[config.mk]
export PLATFORM = sky130hd
export DESIGN_NAME = eca_mul
export DESIGN_NICKNAME = d
export VERILOG_FILES = /design/src/rtl/core/eca_pkg.sv /design/src/rtl/core/eca_mul.sv
export SDC_FILE = /design/constraint.sdc
export NUM_CORES = 2
export LEC_CHECK = 0
export BUFFER_PORTS_ARGS = -buffer_cell sky130_fd_sc_hd__buf_2
export CAP_MARGIN = 15
export CORE_MARGIN = 2
export CORE_UTILIZATION = 55
export CTS_BUF_LIST = sky130_fd_sc_hd__clkbuf_4 sky130_fd_sc_hd__clkbuf_8 sky130_fd_sc_hd__clkbuf_16
export DETAILED_ROUTE_END_ITERATION = 8
export PLACE_DENSITY = 0.75
export RECOVER_POWER = 50
export SLEW_MARGIN = 20
export SYNTH_ARGS = -nofsm -noshare
export SYNTH_HDL_FRONTEND = slang
export SYNTH_SLANG_ARGS = --single-unit
[constraint.sdc]
create_clock -name clock -period 8.35 [get_ports clock]
set_clock_uncertainty 0.1 [all_clocks]
set_input_delay 1.2525 -clock clock [delete_from_list [all_inputs] [get_ports clock]]
set_output_delay 1.2525 -clock clock [all_outputs]
set_load 0.01 [all_outputs]
[src/rtl/core/eca_pkg.sv]
package eca_pkg;

   localparam int TIME_W    = 18;
   localparam int STEP_W    = 17;
   localparam int VAL_W     = 24;
   localparam int CSR_IDX_W = 3;
   localparam int MUL_W     = 34;
   localparam int PROD_W    = 2 * MUL_W;

   typedef logic signed [TIME_W-1:0] time_type;
   typedef logic [STEP_W-1:0]        step_type;
   typedef logic signed [VAL_W-1:0]  val_type;
   typedef logic [VAL_W-1:0]         csr_data_type;
   typedef logic [CSR_IDX_W-1:0]     csr_idx_type;
   typedef logic signed [MUL_W-1:0]  mul_op_type;
   typedef logic signed [PROD_W-1:0] prod_type;

   typedef enum logic [1:0] {REQ_RESTART, REQ_ADVANCE, REQ_SET, REQ_HOLD} req_kind_type;
   typedef enum logic [2:0] {
      CURVE_LINEAR, CURVE_QUAD, CURVE_CUBIC, CURVE_QUART,
      CURVE_QUINT, CURVE_SINE, CURVE_EXPO, CURVE_CIRC
   } curve_kind_type;
   typedef enum logic [1:0] {LOOP_CLAMP, LOOP_REWIND, LOOP_PINGPONG, LOOP_ODD} loop_kind_type;
   typedef enum logic [CSR_IDX_W-1:0] {
      CSR_CURVE, CSR_LOOP, CSR_DIR, CSR_START, CSR_END, CSR_SCALE, CSR_SHIFT
   } csr_reg_type;

   typedef struct packed {
      logic [32:0] magic;
      logic [5:0]  shift;
   } div_type;

   localparam logic [31:0] PI_Q30  = 32'd3373259426;
   localparam logic [31:0] LN2_Q30 = 32'd744261118;
   localparam logic [31:0] Q30_ONE = 32'd1073741824;

   // Reciprocals for exact floor division of any 32-bit dividend.
   localparam logic [32:0] DIV_M110 = 33'(((65'd1 << 39) + 65'd109) / 65'd110);
   localparam logic [32:0] DIV_M72  = 33'(((65'd1 << 39) + 65'd71) / 65'd72);
   localparam logic [32:0] DIV_M42  = 33'(((65'd1 << 38) + 65'd41) / 65'd42);
   localparam logic [32:0] DIV_M20  = 33'(((65'd1 << 37) + 65'd19) / 65'd20);
   localparam logic [32:0] DIV_M9   = 33'(((65'd1 << 36) + 65'd8) / 65'd9);
   localparam logic [32:0] DIV_M8   = 33'(((65'd1 << 35) + 65'd7) / 65'd8);
   localparam logic [32:0] DIV_M7   = 33'(((65'd1 << 35) + 65'd6) / 65'd7);
   localparam logic [32:0] DIV_M6   = 33'(((65'd1 << 35) + 65'd5) / 65'd6);
   localparam logic [32:0] DIV_M5   = 33'(((65'd1 << 35) + 65'd4) / 65'd5);
   localparam logic [32:0] DIV_M4   = 33'(((65'd1 << 34) + 65'd3) / 65'd4);
   localparam logic [32:0] DIV_M3   = 33'(((65'd1 << 34) + 65'd2) / 65'd3);
   localparam logic [32:0] DIV_M2   = 33'(((65'd1 << 33) + 65'd1) / 65'd2);

   function automatic div_type div_magic(input logic [6:0] divisor);
      div_type r;
      case (divisor)
         7'd110: r = '{DIV_M110, 6'd39};
         7'd72:  r = '{DIV_M72, 6'd39};
         7'd42:  r = '{DIV_M42, 6'd38};
         7'd20:  r = '{DIV_M20, 6'd37};
         7'd9:   r = '{DIV_M9, 6'd36};
         7'd8:   r = '{DIV_M8, 6'd35};
         7'd7:   r = '{DIV_M7, 6'd35};
         7'd6:   r = '{DIV_M6, 6'd35};
         7'd5:   r = '{DIV_M5, 6'd35};
         7'd4:   r = '{DIV_M4, 6'd34};
         7'd3:   r = '{DIV_M3, 6'd34};
         default: r = '{DIV_M2, 6'd33};
      endcase
      return r;
   endfunction

   function automatic logic [6:0] sine_div(input logic [2:0] idx);
      logic [6:0] d;
      case (idx)
         3'd0: d = 7'd110;
         3'd1: d = 7'd72;
         3'd2: d = 7'd42;
         3'd3: d = 7'd20;
         default: d = 7'd6;
      endcase
      return d;
   endfunction

endpackage

[src/rtl/core/eca_mul.sv]
module eca_mul (
   input  logic               clock,
   input  eca_pkg::mul_op_type op_a,
   input  eca_pkg::mul_op_type op_b,
   output eca_pkg::prod_type   product
);
   import eca_pkg::*;

   prod_type product_ff;
   prod_type product_in;

   assign product_in = prod_type'(op_a) * prod_type'(op_b);

   always_ff @(posedge clock) begin
      product_ff <= product_in;
   end

   assign product = product_ff;

endmodule

==> flow_summary.ini <==
[cts]
cts.sink_count = 68
htreeDepth = 3
cts_buffers = 9
clk_pin_slew_ps = 70
cts-root-buf = clkbuf_16
holdBufCountCts = 0
tritoncts = built
clockBufferDepth = 2

[drt]
first_iter_violations = 2110
remaining_drc_errors = 0
via_per_inst = 5.32
dr.pass1.iters = 6
num_vias = 32248
ant_nets = 0
post_drt_wl_per_cell_um = 19.5
totalWireLength_mm = 118

[grt]
grt_pass1_wl_mm = 188
grt_max_degree = 32
grt_use_total = 0.300
first_global_vias = 35589
antenna_found_initial = 8
grt_overflow_total = 0

[setup_path]
required_ps = 8540
cp_slowest_stage_delay_ps = 660
slowest_stage = fa_2
critPathArrivalTime_ps = 8570
crit_top_cell = fa_1
crit_type = primary input to flip-flop
cp-start-kind = primary input
startpoint = op_a[11]
cp.buffers_inverters = 7
critical_path.max_fanout = 8
critPathCaptureType = flip-flop
critPathTopFamily = adder cells

[place]
io_buffer_count = 136
place.gp.congestion = 0.924
dpl.hpwl_mm = 102

[worst_hold_path]
holdCritStartpoint = op_b[1]
hold_class = primary input to flip-flop

[synthesis]
synth_edf_count = 0
synthFlopType = dfxtp_1
synthArstFlopShare = 0
seq_area_frac_synth = 0.0315
synth.area.mux_share = 0
synth_fa_ha_area_frac = 0.635
synth-simple-area-share = 0.155
postSynthAreaPerCell_um2 = 9.43
synth_cell_types = 73
yosysWarnings = 0
synth_compound_area_frac = 0.0341
synth_xor_area_frac = 0.0156
synth_top_family_by_area = adder cells
synth.net_count = 6092
synth_area_um2 = 43200
synth-seq-cells = 68
synth_cells = 4578

[finish]
layout.nets = 6529
final_cell_mix = inv_1 (1203), fa_1 (1187), and2_1 (607)
synthToLayoutAreaGrowth_pct = 16.4
fin_util = 0.648
layout-drive-gt1-share = 0.165
layout_commonest_cell = inv_1
largest_register_ff_count = 68

[timing]
setup_slack_ps = -37.8
final_max_slew_viol_count = 0
period_needed_ps = 8390
finalCritPeriodShare = 1.00
finalHoldViolations = 0
slew_headroom = 0.565
worst_pin_slew_ps = 645
max_freq_mhz = 119
rsz0062_at_grt = yes
setup_violations = 3

[outcome]
status = finished with violations
violations = negative setup slack

[flow_run]
drv_cap = 0

[floorplanning]
die_w_um = 284
core_area_um2 = 77600
die_y_um = 284
die_area_um2 = 80700
ioPinCount = 137
initial_core_util = 0.556
fp-row-count = 102
-- cell usage after synthesis (all sizes together) (4+ instances only) --
| cell | count | area [um2] |
|---|---|---|
| fa | 1241 | 24800 |
| inv | 1235 | 4640 |
| and2 | 625 | 3910 |
| nand2 | 550 | 2060 |
| clkbuf | 217 | 816 |
| ha | 204 | 2550 |
| dfxtp | 68 | 1360 |
| a21oi | 59 | 322 |
| xnor2 | 57 | 499 |
| nor2 | 55 | 211 |
| o21ai | 38 | 205 |
| a21o | 37 | 278 |
| xor2 | 20 | 175 |
| buf | 14 | 98.8 |
| nand2b | 14 | 87.6 |
| nand4 | 14 | 87.6 |
| o21bai | 13 | 97.6 |
| and3 | 10 | 67.6 |
| nor3 | 10 | 50.1 |
| a211oi | 8 | 65.1 |
| nand3 | 8 | 40.0 |
| nor2b | 8 | 52.6 |
| o211ai | 8 | 60.1 |
| a31oi | 7 | 43.8 |
| o21a | 6 | 45.0 |
| a2111oi | 4 | 53.8 |
| a221oi | 4 | 47.6 |
| nor4 | 4 | 25.0 |
-- path summary, 6_finish.rpt --
| check | endpoint | depth (start not counted) |
|---|---|---|
| hold / removal | product[1] | 3 |
| setup / recovery | product[67] | 27 |
-- area by class of cell --
type / count / area [um2]
diodes: 7 / 17.5
flip-flops and latches: 68 / 1360
clock buffers: 10 / 239
clock inverters: 6 / 63.8
well taps: 1040 / 1300
repair buffers: 657 / 5460
multi-input cells: 3043 / 37200
fillers: 5992 / 27400
inverters: 1236 / 4640
-- metrics by stage --
| stage | worst slack (ps) | hold slack (ps) | TNS (ps) | cell area (um2) | cells |
|---|---|---|---|---|---|
| 6_report | -37.8 | 1180 | -73.9 | 50200 | 6067 |
| 5_1_grt | -235 | 1190 | -1760 | 50200 | 6065 |
| 4_1_cts | -5.19 | 1210 | -5.19 | 49000 | 6027 |
| 3_5_place_dp | -1150 | 1550 | -17700 | 48200 | 6000 |
| 3_3_place_gp | -1050 | 1550 | -14910 | 48200 | 6000 |
| 2_1_floorplan | 17.4 | 1280 | 0 | 43200 | 4578 |
-- timing repair --
item                                    in CTS  in global routing
endpoints found under the setup margin      24                 26
pin swaps                                   38                164
gates resized for setup                    103                268
gates cloned                                 0                  4
buffers inserted                            12                 29
-- cell families after synthesis --
logic type,Yosys count
adder cells (fa/ha/maj),1445
buffers and inverters,1467
XOR/XNOR,77
AND/OR/NAND/NOR,1310
flip-flops,68
AO/OA/AOI/OAI,211
-- metal layers --
metal  wire [um]  GRT usage
met1       43000      0.366
met2       59400      0.511
met3        8100     0.0433
met4        7930      0.175
met5          33          0
Power is left out: the tool's default activity adds up to more than one toggle a clock period on the data nets, which glitch-free logic cannot reach.
